[config.mk]
export PLATFORM = sky130hd
export DESIGN_NAME = rc_stick_normalizer_unit
export DESIGN_NICKNAME = d
export VERILOG_FILES = /design/src/sv/rcsn_pkg.sv /design/src/sv/rcsn_cdiv.sv /design/src/sv/rc_stick_normalizer_unit.sv
export SDC_FILE = /design/constraint.sdc
export NUM_CORES = 2
export LEC_CHECK = 0
export BUFFER_PORTS_ARGS = -buffer_cell sky130_fd_sc_hd__buf_2
export CORE_ASPECT_RATIO = 0.8
export CORE_MARGIN = 2
export CORE_UTILIZATION = 60
export CTS_CLUSTER_SIZE = 24
export DETAILED_ROUTE_END_ITERATION = 6
export PLACE_DENSITY = 0.84
export SLEW_MARGIN = 0
export SYNTH_ARGS = -nofsm -noshare
export SYNTH_HDL_FRONTEND = slang
export SYNTH_HIERARCHICAL = 1
export SYNTH_SLANG_ARGS = --single-unit
[constraint.sdc]
create_clock -name clk_i -period 19.56 [get_ports clk_i]
set_clock_uncertainty 0.15 [all_clocks]
set_input_delay 3.912 -clock clk_i [delete_from_list [all_inputs] [get_ports clk_i]]
set_output_delay 3.912 -clock clk_i [all_outputs]
set_load 0.01 [all_outputs]
[src/sv/rcsn_pkg.sv]
// rcsn_pkg: shared widths, fixed-point constants and register codes of the stick normalizer
// used by rc_stick_normalizer_unit and rcsn_checker; depends on nothing

package rcsn_pkg;

  // raw channel and fixed-point format
  localparam int RAW_W      = 11;
  localparam int FRAC_W     = 14;
  localparam int Q_ONE      = 16384;

  // trim registers
  localparam int TRIM_W     = 13;
  localparam int TRIM_LIMIT = 3277;
  localparam int CFG_IDX_W  = 2;

  // result fields
  localparam int CMD_W      = 16;
  localparam int THR_W      = 15;
  // magnitude of a trimmed stick value, up to 1.0 plus the trim limit
  localparam int DB_MAG_W   = 15;

  // stream payload layout
  localparam int IN_FIELDS     = 5;
  localparam int IN_TDATA_W    = ((IN_FIELDS * RAW_W + 7) / 8) * 8;
  localparam int OUT_ROLL_LSB  = 0;
  localparam int OUT_PITCH_LSB = OUT_ROLL_LSB + CMD_W;
  localparam int OUT_YAW_LSB   = OUT_PITCH_LSB + CMD_W;
  localparam int OUT_THR_LSB   = OUT_YAW_LSB + CMD_W;
  localparam int OUT_MODE_LSB  = OUT_THR_LSB + THR_W;
  localparam int OUT_STAB_BIT  = OUT_MODE_LSB + CMD_W;
  localparam int OUT_TDATA_W   = ((OUT_STAB_BIT + 1 + 7) / 8) * 8;

  typedef enum logic [CFG_IDX_W-1:0] {
    REG_TRIM_ROLL     = 2'd0,
    REG_TRIM_PITCH    = 2'd1,
    REG_TRIM_YAW      = 2'd2,
    REG_TRIM_THROTTLE = 2'd3
  } cfg_reg_e;

endpackage

[src/sv/rcsn_cdiv.sv]
// rcsn_cdiv: rounding-free floor division of an unsigned value by an elaboration-time constant
// two register stages: reciprocal multiply, then back-multiply; correction on the output

module rcsn_cdiv #(
  parameter int NUM_W = 25,
  parameter int DEN   = 819
) (
  input  logic             clk_i,
  input  logic [1:0]       en_i,   // per-stage load enables
  input  logic [NUM_W-1:0] num_i,
  output logic [NUM_W-1:0] quo_o
);

  localparam int MulW = NUM_W + 1;
  localparam logic [MulW-1:0]  Recip  = MulW'((longint'(1) << NUM_W) / DEN);
  localparam logic [NUM_W-1:0] DenVal = NUM_W'(DEN);

  logic [NUM_W-1:0]        num_a_q;
  logic [NUM_W+MulW-1:0]   prod_q;
  logic [NUM_W-1:0]        num_b_q;
  logic [NUM_W-1:0]        q0_d, q0_q;
  logic [NUM_W-1:0]        qd_d, qd_q;
  logic [2*NUM_W-1:0]      qd_full;
  logic [NUM_W-1:0]        rem;

  // estimate is exact or one low because num stays below 2**NUM_W
  assign q0_d    = prod_q[2*NUM_W-1:NUM_W];
  assign qd_full = q0_d * DenVal;
  assign qd_d    = qd_full[NUM_W-1:0];

  always_ff @(posedge clk_i) begin
    if (en_i[0]) begin
      num_a_q <= num_i;
      prod_q  <= num_i * Recip;
    end
    if (en_i[1]) begin
      num_b_q <= num_a_q;
      q0_q    <= q0_d;
      qd_q    <= qd_d;
    end
  end

  assign rem   = num_b_q - qd_q;
  assign quo_o = q0_q + NUM_W'(rem >= DenVal);

endmodule

[src/sv/rc_stick_normalizer_unit.sv]
// rc_stick_normalizer_unit: top level of the receiver stick normalizer
// depends on rcsn_pkg and rcsn_cdiv

// Takes one frame of five raw 11-bit receiver channels per transfer and returns one
// frame of normalized Q2.14 commands. Roll, pitch, yaw and mode are centered on
// RAW_CENTER, scaled so RAW_MAX reads +1.0 and clamped to +/-1.0; roll, pitch and yaw
// then get their trim and a deadband that zeroes values up to DEADBAND_Q14 and rescales
// the rest to full scale, with no clamp after the trim. Throttle maps RAW_MIN..RAW_MAX
// to 0..1.0, gets its trim and is clamped to 0..1.0. The stabilized bit is set when
// the mode value is above zero. All divisions round to nearest, ties away from zero.
// The block takes one frame every clock cycle while the output is not stalled; a frame
// passes through two constant dividers in series (reciprocal multiply, back-multiply
// and correct), each with two register stages, the first of which also serves as
// the input register, plus the trim and output stages. Trims saturate to
// +/-0.2 on write and should be written only while no frame is in flight.

module rc_stick_normalizer_unit #(
  parameter int RAW_CENTER   = 992,
  parameter int RAW_MIN      = 172,
  parameter int RAW_MAX      = 1811,
  parameter int DEADBAND_Q14 = 819
) (
  input  logic                               clk_i,
  input  logic                               rst_ni,
  // raw frame in
  input  logic                               s_axis_tvalid_i,
  output logic                               s_axis_tready_o,
  // roll_raw, pitch_raw, yaw_raw, throttle_raw, mode_raw_in (11 bits each), zero pad
  input  logic [rcsn_pkg::IN_TDATA_W-1:0]    s_axis_tdata_i,
  // normalized frame out
  output logic                               m_axis_tvalid_o,
  input  logic                               m_axis_tready_i,
  // roll_cmd, pitch_cmd, yaw_cmd (16 each), throttle_cmd (15), mode_cmd (16),
  // stabilized (1)
  output logic [rcsn_pkg::OUT_TDATA_W-1:0]   m_axis_tdata_o,
  // trim register writes
  input  logic                               cfg_valid_i,
  output logic                               cfg_ready_o,
  input  logic [rcsn_pkg::CFG_IDX_W-1:0]     cfg_index_i,
  input  logic [rcsn_pkg::TRIM_W-1:0]        cfg_data_i
);

  localparam int NStages   = 6;
  localparam int NSticks   = 4;   // roll, pitch, yaw, mode
  localparam int NTrimmed  = 3;   // roll, pitch, yaw
  localparam int RawW      = rcsn_pkg::RAW_W;
  localparam int FracW     = rcsn_pkg::FRAC_W;
  localparam int CmdW      = rcsn_pkg::CMD_W;
  localparam int ThrW      = rcsn_pkg::THR_W;
  localparam int TrimW     = rcsn_pkg::TRIM_W;
  localparam int SumW      = CmdW + 1;
  localparam int StickNumW = RawW + FracW;
  localparam int DbNumW    = rcsn_pkg::DB_MAG_W + FracW;

  // degenerate spans fall back to a divisor of one
  localparam int DenStick = (RAW_MAX - RAW_CENTER < 1) ? 1 : RAW_MAX - RAW_CENTER;
  localparam int DenThr   = (RAW_MAX - RAW_MIN < 1) ? 1 : RAW_MAX - RAW_MIN;
  localparam int DenDb    = (rcsn_pkg::Q_ONE - DEADBAND_Q14 < 1) ? 1
                          : rcsn_pkg::Q_ONE - DEADBAND_Q14;
  localparam int HalfStick = DenStick / 2;
  localparam int HalfThr   = DenThr / 2;
  localparam int HalfDb    = DenDb / 2;

  localparam logic [ThrW-1:0]          QOneU   = ThrW'(rcsn_pkg::Q_ONE);
  localparam logic signed [SumW-1:0]   QOneS   = SumW'(rcsn_pkg::Q_ONE);
  localparam logic signed [TrimW-1:0]  TrimMax = TrimW'(rcsn_pkg::TRIM_LIMIT);
  localparam logic [CmdW-1:0]          DbVal   = CmdW'(DEADBAND_Q14);

  // ---------------------------------------------------------------------------
  // trim registers, saturated on write
  // ---------------------------------------------------------------------------
  logic signed [TrimW-1:0] trim_q [4];
  logic signed [TrimW-1:0] cfg_sat;

  assign cfg_ready_o = 1'b1;

  always_comb begin
    cfg_sat = $signed(cfg_data_i);
    if (cfg_sat > TrimMax) begin
      cfg_sat = TrimMax;
    end else if (cfg_sat < -TrimMax) begin
      cfg_sat = -TrimMax;
    end
  end

  always_ff @(posedge clk_i or negedge rst_ni) begin
    if (!rst_ni) begin
      for (int i = 0; i < 4; i++) begin
        trim_q[i] <= '0;
      end
    end else if (cfg_valid_i && cfg_ready_o) begin
      case (rcsn_pkg::cfg_reg_e'(cfg_index_i))
        rcsn_pkg::REG_TRIM_ROLL:     trim_q[0] <= cfg_sat;
        rcsn_pkg::REG_TRIM_PITCH:    trim_q[1] <= cfg_sat;
        rcsn_pkg::REG_TRIM_YAW:      trim_q[2] <= cfg_sat;
        rcsn_pkg::REG_TRIM_THROTTLE: trim_q[3] <= cfg_sat;
        default: ;
      endcase
    end
  end

  // ---------------------------------------------------------------------------
  // pipeline control: a stage loads when it is empty or its successor moves, so
  // bubbles collapse and, while a stage is empty, a stalled output lets frames enter
  // ---------------------------------------------------------------------------
  logic [NStages-1:0] vld_q, vld_d;
  logic [NStages:0]   en;

  assign en[NStages] = m_axis_tready_i;
  for (genvar s = NStages - 1; s >= 0; s--) begin : g_en
    assign en[s] = !vld_q[s] || en[s+1];
  end

  always_comb begin
    for (int s = 0; s < NStages; s++) begin
      if (en[s]) begin
        vld_d[s] = (s == 0) ? s_axis_tvalid_i : vld_q[(s == 0) ? 0 : s - 1];
      end else begin
        vld_d[s] = vld_q[s];
      end
    end
  end

  always_ff @(posedge clk_i or negedge rst_ni) begin
    if (!rst_ni) begin
      vld_q <= '0;
    end else begin
      vld_q <= vld_d;
    end
  end

  assign s_axis_tready_o = en[0];
  assign m_axis_tvalid_o = vld_q[NStages-1];

  // ---------------------------------------------------------------------------
  // stages 0-1: centering and the first constant division
  // ---------------------------------------------------------------------------
  logic [StickNumW-1:0] stk_num [NSticks];
  logic [StickNumW-1:0] stk_quo [NSticks];
  logic                 stk_neg [NSticks];
  logic                 stk_neg_q0 [NSticks];
  logic                 stk_neg_q1 [NSticks];

  for (genvar k = 0; k < NSticks; k++) begin : g_stick
    // mode sits after throttle in the frame
    localparam int Off = (k == NSticks - 1) ? NSticks * RawW : k * RawW;
    logic [RawW-1:0]        raw;
    logic signed [RawW+1:0] diff;
    logic [RawW-1:0]        mag;

    assign raw  = s_axis_tdata_i[Off +: RawW];
    assign diff = $signed({2'b00, raw}) - $signed((RawW + 2)'(RAW_CENTER));
    assign stk_neg[k] = diff[RawW+1];
    assign mag  = stk_neg[k] ? RawW'(-diff) : RawW'(diff);
    assign stk_num[k] = {mag, FracW'(0)} + StickNumW'(HalfStick);

    rcsn_cdiv #(
      .NUM_W (StickNumW),
      .DEN   (DenStick)
    ) u_div (
      .clk_i (clk_i),
      .en_i  (en[1:0]),
      .num_i (stk_num[k]),
      .quo_o (stk_quo[k])
    );
  end

  logic [RawW-1:0]        thr_raw;
  logic signed [RawW+1:0] thr_diff;
  logic                   thr_pos;
  logic [StickNumW-1:0]   thr_num;
  logic [StickNumW-1:0]   thr_quo;
  logic                   thr_pos_q0, thr_pos_q1;

  // a raw throttle at or below RAW_MIN gives a zero magnitude before the trim
  assign thr_raw  = s_axis_tdata_i[(NSticks - 1) * RawW +: RawW];
  assign thr_diff = $signed({2'b00, thr_raw}) - $signed((RawW + 2)'(RAW_MIN));
  assign thr_pos  = (thr_diff > 0);
  assign thr_num  = thr_pos ? ({thr_diff[RawW-1:0], FracW'(0)} + StickNumW'(HalfThr))
                            : '0;

  rcsn_cdiv #(
    .NUM_W (StickNumW),
    .DEN   (DenThr)
  ) u_thr_div (
    .clk_i (clk_i),
    .en_i  (en[1:0]),
    .num_i (thr_num),
    .quo_o (thr_quo)
  );

  always_ff @(posedge clk_i) begin
    if (en[0]) begin
      stk_neg_q0 <= stk_neg;
      thr_pos_q0 <= thr_pos;
    end
    if (en[1]) begin
      stk_neg_q1 <= stk_neg_q0;
      thr_pos_q1 <= thr_pos_q0;
    end
  end

  // ---------------------------------------------------------------------------
  // stage 2: clamp to +/-1.0, apply sign and trims
  // ---------------------------------------------------------------------------
  logic [ThrW-1:0]        stk_mag [NSticks];
  logic signed [SumW-1:0] stk_sv  [NSticks];
  logic signed [SumW-1:0] cmd_sum [NTrimmed];
  logic [ThrW-1:0]        thr_mag;
  logic signed [SumW-1:0] thr_sum;
  logic [ThrW-1:0]        thr_cl;

  always_comb begin
    for (int k = 0; k < NSticks; k++) begin
      stk_mag[k] = (stk_quo[k] > StickNumW'(rcsn_pkg::Q_ONE)) ? QOneU
                                                               : stk_quo[k][ThrW-1:0];
      stk_sv[k]  = stk_neg_q1[k] ? -$signed({2'b00, stk_mag[k]})
                                 : $signed({2'b00, stk_mag[k]});
    end
    for (int k = 0; k < NTrimmed; k++) begin
      cmd_sum[k] = stk_sv[k] + SumW'(trim_q[k]);
    end
    thr_mag = (thr_quo > StickNumW'(rcsn_pkg::Q_ONE)) ? QOneU : thr_quo[ThrW-1:0];
    if (!thr_pos_q1) begin
      thr_mag = '0;
    end
    thr_sum = $signed({2'b00, thr_mag}) + SumW'(trim_q[3]);
    if (thr_sum < 0) begin
      thr_cl = '0;
    end else if (thr_sum > QOneS) begin
      thr_cl = QOneU;
    end else begin
      thr_cl = thr_sum[ThrW-1:0];
    end
  end

  logic signed [SumW-1:0] cmd_q2 [NTrimmed];
  logic [ThrW-1:0]        thr_q2, thr_q3, thr_q4;
  logic [CmdW-1:0]        mode_q2, mode_q3, mode_q4;
  logic                   stab_q2, stab_q3, stab_q4;

  always_ff @(posedge clk_i) begin
    if (en[2]) begin
      cmd_q2  <= cmd_sum;
      thr_q2  <= thr_cl;
      mode_q2 <= CmdW'(stk_sv[NSticks-1]);
      stab_q2 <= !stk_neg_q1[NSticks-1] && (stk_mag[NSticks-1] != '0);
    end
  end

  // ---------------------------------------------------------------------------
  // stages 3-4: deadband and rescale through the second constant division
  // ---------------------------------------------------------------------------
  logic                db_neg  [NTrimmed];
  logic                db_zero [NTrimmed];
  logic [DbNumW-1:0]   db_num  [NTrimmed];
  logic [DbNumW-1:0]   db_quo  [NTrimmed];
  logic                db_neg_q3 [NTrimmed];
  logic                db_neg_q4 [NTrimmed];
  logic                db_zero_q3 [NTrimmed];
  logic                db_zero_q4 [NTrimmed];

  for (genvar k = 0; k < NTrimmed; k++) begin : g_db
    logic [CmdW-1:0] mag;
    logic [CmdW-1:0] over;

    assign db_neg[k] = cmd_q2[k][SumW-1];
    assign mag       = db_neg[k] ? CmdW'(-cmd_q2[k]) : CmdW'(cmd_q2[k]);
    // a value right at the edge is still inside the deadband
    assign db_zero[k] = (mag <= DbVal);
    assign over      = mag - DbVal;
    assign db_num[k] = db_zero[k] ? '0
                     : ({over[rcsn_pkg::DB_MAG_W-1:0], FracW'(0)} + DbNumW'(HalfDb));

    rcsn_cdiv #(
      .NUM_W (DbNumW),
      .DEN   (DenDb)
    ) u_div (
      .clk_i (clk_i),
      .en_i  (en[4:3]),
      .num_i (db_num[k]),
      .quo_o (db_quo[k])
    );
  end

  always_ff @(posedge clk_i) begin
    if (en[3]) begin
      db_neg_q3  <= db_neg;
      db_zero_q3 <= db_zero;
      thr_q3     <= thr_q2;
      mode_q3    <= mode_q2;
      stab_q3    <= stab_q2;
    end
    if (en[4]) begin
      db_neg_q4  <= db_neg_q3;
      db_zero_q4 <= db_zero_q3;
      thr_q4     <= thr_q3;
      mode_q4    <= mode_q3;
      stab_q4    <= stab_q3;
    end
  end

  // ---------------------------------------------------------------------------
  // stage 5: output register, held while the sink stalls
  // ---------------------------------------------------------------------------
  logic [CmdW-1:0] cmd_out [NTrimmed];
  logic [CmdW-1:0] cmd_q5  [NTrimmed];
  logic [ThrW-1:0] thr_q5;
  logic [CmdW-1:0] mode_q5;
  logic            stab_q5;

  always_comb begin
    for (int k = 0; k < NTrimmed; k++) begin
      if (db_zero_q4[k]) begin
        cmd_out[k] = '0;
      end else if (db_neg_q4[k]) begin
        cmd_out[k] = -db_quo[k][CmdW-1:0];
      end else begin
        cmd_out[k] = db_quo[k][CmdW-1:0];
      end
    end
  end

  always_ff @(posedge clk_i) begin
    if (en[5]) begin
      cmd_q5  <= cmd_out;
      thr_q5  <= thr_q4;
      mode_q5 <= mode_q4;
      stab_q5 <= stab_q4;
    end
  end

  always_comb begin
    m_axis_tdata_o = '0;
    m_axis_tdata_o[rcsn_pkg::OUT_ROLL_LSB  +: CmdW] = cmd_q5[0];
    m_axis_tdata_o[rcsn_pkg::OUT_PITCH_LSB +: CmdW] = cmd_q5[1];
    m_axis_tdata_o[rcsn_pkg::OUT_YAW_LSB   +: CmdW] = cmd_q5[2];
    m_axis_tdata_o[rcsn_pkg::OUT_THR_LSB   +: ThrW] = thr_q5;
    m_axis_tdata_o[rcsn_pkg::OUT_MODE_LSB  +: CmdW] = mode_q5;
    m_axis_tdata_o[rcsn_pkg::OUT_STAB_BIT]          = stab_q5;
  end

endmodule

### Word level (Yosys, flattened, before mapping)

Index checks and enable logic that the tools add are counted.

| word-level totals | value |
|---|---|
| register bits after elaboration | 1396 |
| input bits | 76 |
| output and inout port bits | 83 |

| operators by class | value |
|---|---|
| add/subtract/negate cells | 50 |
| multipliers | 16 |
| magnitude comparators | 21 |
| equal/unequal tests | 3 |
| mux-type cells | 27 |
| reduce and logical (&&, ||, !) cells | 21 |

Operators by type and width:

| kind | count |
|---|---|
| 25-bit by 15-bit multiplier with 40-bit output (second input constant) | 4 |
| 29-bit by 14-bit multiplier with 43-bit output (second input constant) | 3 |
| 25-bit by 15-bit > comparator with 1-bit output (second input constant) | 5 |
| 25-bit subtractor | 5 |
| 15-bit two-way mux | 8 |
| 25-bit by 9-bit adder with 25-bit output (second input constant) | 4 |
| 25-bit by 10-bit >= comparator with 1-bit output (second input constant) | 4 |
| 16-bit by 10-bit multiplier with 25-bit output (second input constant) | 4 |
| 16-bit two-way mux | 6 |
| 16-bit negation | 6 |
| 29-bit by 13-bit adder with 29-bit output (second input constant) | 3 |
| 29-bit by 14-bit >= comparator with 1-bit output (second input constant) | 3 |
| 16-bit by 14-bit multiplier with 29-bit output (second input constant) | 3 |
| 29-bit two-way mux | 3 |
| 29-bit subtractor | 3 |
| 16-bit by 1-bit adder with 17-bit output | 4 |
| 17-bit by 13-bit adder with 17-bit output | 3 |
| 17-bit two-way mux | 3 |
| 15-bit negation with 17-bit output | 3 |
| 16-bit by 1-bit adder with 16-bit output | 3 |
| 16-bit by 10-bit less-or-equal comparator with 1-bit output (second input constant) | 3 |
| 11-bit by 10-bit subtractor with 12-bit output (second input constant) | 4 |
| 15-bit by 10-bit subtractor with 15-bit output (second input constant) | 3 |
| 11-bit two-way mux | 4 |
| other kinds (25) | 44 |

### Longest topological paths before layout

| depth | value |
|---|---|
| word-level depth | 9 |
| depth in mapped cells | 41 |
| gate-level depth less buffers | 40 |

### Hierarchy

Netlist, hierarchy kept.

Modules (own cells, without submodules):

| module | times used | cells an instance | area each (sq um) | seq. area each (sq um) |
|---|---|---|---|---|
| rcsn_cdiv (g_db[0].u_div ...) | 3 | 1579 | 17057.6 | 3513.4 |
| rcsn_cdiv (g_stick[2].u_div ...) | 2 | 1097 | 11521.0 | 3183.1 |
| rc_stick_normalizer_unit | 1 | 2063 | 19817.8 | 8928.6 |
| rcsn_cdiv (u_thr_div) | 1 | 1224 | 13068.8 | 3123.0 |
| rcsn_cdiv (g_stick[1].u_div) | 1 | 1116 | 11651.2 | 3183.1 |
| rcsn_cdiv (g_stick[0].u_div) | 1 | 1111 | 11592.4 | 3183.1 |

### Least setup slack after synthesis

No wires, ideal clock.

| timing path | value |
|---|---|
| path kind | input to output |
| start point | input m_axis_tready_i |
| end point | output s_axis_tready_o |
| arrival time | 14.310 ns |
| data required time | 15.498 ns |
| setup slack | 1.188 ns |
| stages on the path | 4 |
| cells stage by stage | nor2b_1 nand3_1 nor2_1 nand3_1 |

| between the ends | value |
|---|---|
| longest elaborated chain between the ends | 6 |

Ends and longest elaborated chain:

| what | RTL line | RTL |
|---|---|---|
| from (decl) | rc_stick_normalizer_unit.sv:32 | `input logic m_axis_tready_i,` |
| 1-bit logical OR (3 in series) | rc_stick_normalizer_unit.sv:111 | `assign en[s] = !vld_q[s] \|\| en[s+1];` |
| net en[3] | rc_stick_normalizer_unit.sv:107 | `logic [NStages:0] en;` |
| 1-bit logical OR (3 in series) | rc_stick_normalizer_unit.sv:111 |  |
| to (decl) | rc_stick_normalizer_unit.sv:27 | `output logic s_axis_tready_o,` |

The timed path passes the listed nets, and every way through them passes these cells.

### Worst setup path in the final report

| timing path | value |
|---|---|
| start point | input s_axis_tdata_i[35] (netlist name) |
| end point | register u_thr_div.prod_q[31], data pin |

| between the ends | value |
|---|---|
| longest elaborated chain between the ends | 4 |
| elaborated cells between the ends (all ways) | 5 |
| classes of those cells | add/sub (2); mul (1); order compare (1); mux (1) |

Ends and longest elaborated chain:

| what | RTL line | RTL |
|---|---|---|
| from (decl) | rc_stick_normalizer_unit.sv:29 | `input logic [rcsn_pkg::IN_TDATA_W-1:0] s_axis_tdata_i,` |
| 11-bit by 8-bit subtractor with 12-bit output | rc_stick_normalizer_unit.sv:177 | `assign thr_diff = $signed({2'b00, thr_raw}) - $signed((RawW + 2)'(RAW_MIN));` |
| 12-bit by 1-bit > comparator with 1-bit output | rc_stick_normalizer_unit.sv:178 | `assign thr_pos = (thr_diff > 0);` |
| 25-bit two-way mux | rc_stick_normalizer_unit.sv:179 | `assign thr_num = thr_pos ? ({thr_diff[RawW-1:0], FracW'(0)} + StickNumW'(HalfThr))` |
| net thr_num[0] | rc_stick_normalizer_unit.sv:171 | `logic [StickNumW-1:0] thr_num;` |
| 25-bit by 12-bit multiplier with 37-bit output | rcsn_cdiv.sv:34 | `prod_q <= num_i * Recip;` |
| to (signal assigned) | rcsn_cdiv.sv:34 |  |
| to (decl) | rcsn_cdiv.sv:19 | `logic [NUM_W+MulW-1:0] prod_q;` |

The timed path passes the listed nets, and every way through them passes these cells.
A chain may end at the register's enable or synchronous reset.

==> impl_metrics.json <==
{
  "worstMarginPinSlew_ps": 1170,
  "ant_nets": 0,
  "crit_fanout": 28,
  "clkSlewWorstSetupHoldPaths_ps": 90,
  "core_sq_um": 215000,
  "drv_slew": 0,
  "worst_setup_path_start_kind": "input pin",
  "antenna_found_initial": 3,
  "vias": 88600,
  "numCtsBuffers": 121,
  "relSlewSlack_pct": 21.7,
  "synth_cells": 12400,
  "fin_crit_sh_pct": 57.1,
  "rsz0062_at_grt": "false",
  "tns_ps": 0,
  "syn_area_per_cell_sq_um": 10.5,
  "cts_buffer_depth": 3,
  "viasPerCell": 5.57,
  "critical_path.max_stage_delay_ps": 690,
  "dieArea_sq_um": 220000,
  "overflow": 0,
  "drv_cap": 0,
  "drive_gt1_share_pct": 4.51,
  "cts.repair.resized": 0,
  "clk_latency_ps": 810,
  "grt_pass1_vias": 89800,
  "hold_viol": 0,
  "worstHoldPathType": "flop to flop",
  "yosys_warnings": 6,
  "hold_buffers": 0,
  "cp-end-kind": "flop",
  "drt_iter0_markers": 6328,
  "status": "complete, but fails checks",
  "setup_viol": 0,
  "cp.required_ps": 19950,
  "layout.nets": 16500,
  "dp_hpwl_um": 215000,
  "track_usage_pct": 24.5,
  "initial_core_util_pct": 60.5,
  "grt_pass1_wl_um": 443000,
  "die_w_um": 524,
  "routabilityCongestion": 0.922,
  "fin_crit_ps": 11170,
  "cts_setup_buffers": 0,
  "port_buffers": 156,
  "critical_path_class": "input pin to flop",
  "cts_tree": "built",
  "num_io_pins": 159,
  "h-tree-depth": 3,
  "drt_pass1_iterations": 7,
  "violations": "DRC",
  "die_h_um": 420,
  "syn_to_final_growth_pct": 7.41,
  "critPathMostFrequentCell": "inv_1",
  "fmax_ghz": 0.0895,
  "rows": 152,
  "syn-cell-area_sq_um": 130000,
  "root_buffer": "clkbuf_16",
  "critical_path_arrival_ps": 11560,
  "route.detailed.drc": 3,
  "routed_wl_um": 266000,
  "cp_slowest_cell": "fa_1",
  "cts_num_sinks": 1186,
  "wl_per_cell_um": 16.7,
  "grt_start_max_net_pins": 124
}
## cell type report
class,count,area (sq um)
Multi-Input combinational cell,8861,85700
Antenna cell,2,5.00
Inverter,2590,9730
Clock inverter,99,1270
Clock buffer,133,3100
Tap cell,2849,3560
Sequential cell,1186,35300
Timing Repair Buffer,183,996
Fill cell,16200,75200
## per-stage QoR
| step | hold slack (ps) | instance area, sq um | setup slack (ps) | instances | utilization, % |
|---|---|---|---|---|---|
| floorplan | 250 | 131000 | 1190 | 12800 | - |
| global placement | 250 | 135000 | 7940 | 15700 | 63.0 |
| detailed placement | 255 | 135000 | 7810 | 15700 | 63.0 |
| CTS | 237 | 140000 | 8550 | 15900 | 65.0 |
| global route | 258 | 140000 | 7980 | 15900 | 65.0 |
| finish | 238 | 140000 | 8390 | 15900 | 65.0 |
## final timing paths
check | slack, ps | to | start | cells after the start
worst max-delay path | 8390 | u_thr_div/prod_q[31]$_DFFE_PP_ | s_axis_tdata_i[35] | 31
worst min-delay path | 240 | thr_q5[12]$_DFFE_PP_ | thr_q4[12]$_DFFE_PP_ | 0
worst max register to register | 9490 | g_db[1].u_div/prod_q[42]$_DFFE_PP_ | cmd_q2[17]$_DFFE_PP_ | 28
worst min register to register | 240 | thr_q5[12]$_DFFE_PP_ | thr_q4[12]$_DFFE_PP_ | 0
max in group asynchronous | 15530 | trim_q[35]$_DFFE_PN0P_ | rst_ni | 2
min in group asynchronous | 3130 | vld_q[3]$_DFFE_PN0P_ | rst_ni | 2
## registers in the layout (all words and copies together), names as in the netlist, 16 cells and up
| signal | flops |
|---|---|
| cmd_q2 | 51 |
| g_db.u_div/num_a_q | 87 |
| g_db.u_div/num_b_q | 87 |
| g_db.u_div/prod_q | 48 |
| g_db.u_div/q0_q | 42 |
| g_db.u_div/qd_q | 87 |
| g_stick.u_div/num_a_q | 100 |
| g_stick.u_div/num_b_q | 100 |
| g_stick.u_div/prod_q | 64 |
| g_stick.u_div/q0_q | 60 |
| g_stick.u_div/qd_q | 100 |
| m_axis_tdata_o | 48 |
| mode_q2 | 16 |
| mode_q3 | 16 |
| mode_q4 | 16 |
| mode_q5 | 16 |
| trim_q | 52 |
| u_thr_div/num_a_q | 25 |
| u_thr_div/num_b_q | 25 |
| u_thr_div/qd_q | 25 |
## cells in the final DEF, fill, tap and decap left out, types with 269 or more instances in the layout
cell type	count
xor2_1	269
conb_1	392
inv_1	2585
ha_1	2295
nand2_1	491
edfxtp_1	1128
a21oi_1	516
xnor2_1	485
fa_1	1190
o21ai_0	420
nor2_1	535
## worst max-delay path: cells and delay by family
kind | cells | cell delay, ps
fa+ha+maj | 7 | 2870
simple gates | 4 | 1040
compound gates | 10 | 2550
xor+xnor | 3 | 390
buf+inv | 7 | 760
## routing by layer
metal,vias up,GRT usage (%),wire [um]
met5,-,0,8
met4,2,5.99,6280
met3,375,3.17,14000
met2,2228,41.3,126000
met1,42900,33.7,120000
li1,43100,-,-
Power is left out: the tool's default activity adds up to more than one toggle a clock period on the data nets, which glitch-free logic cannot reach.
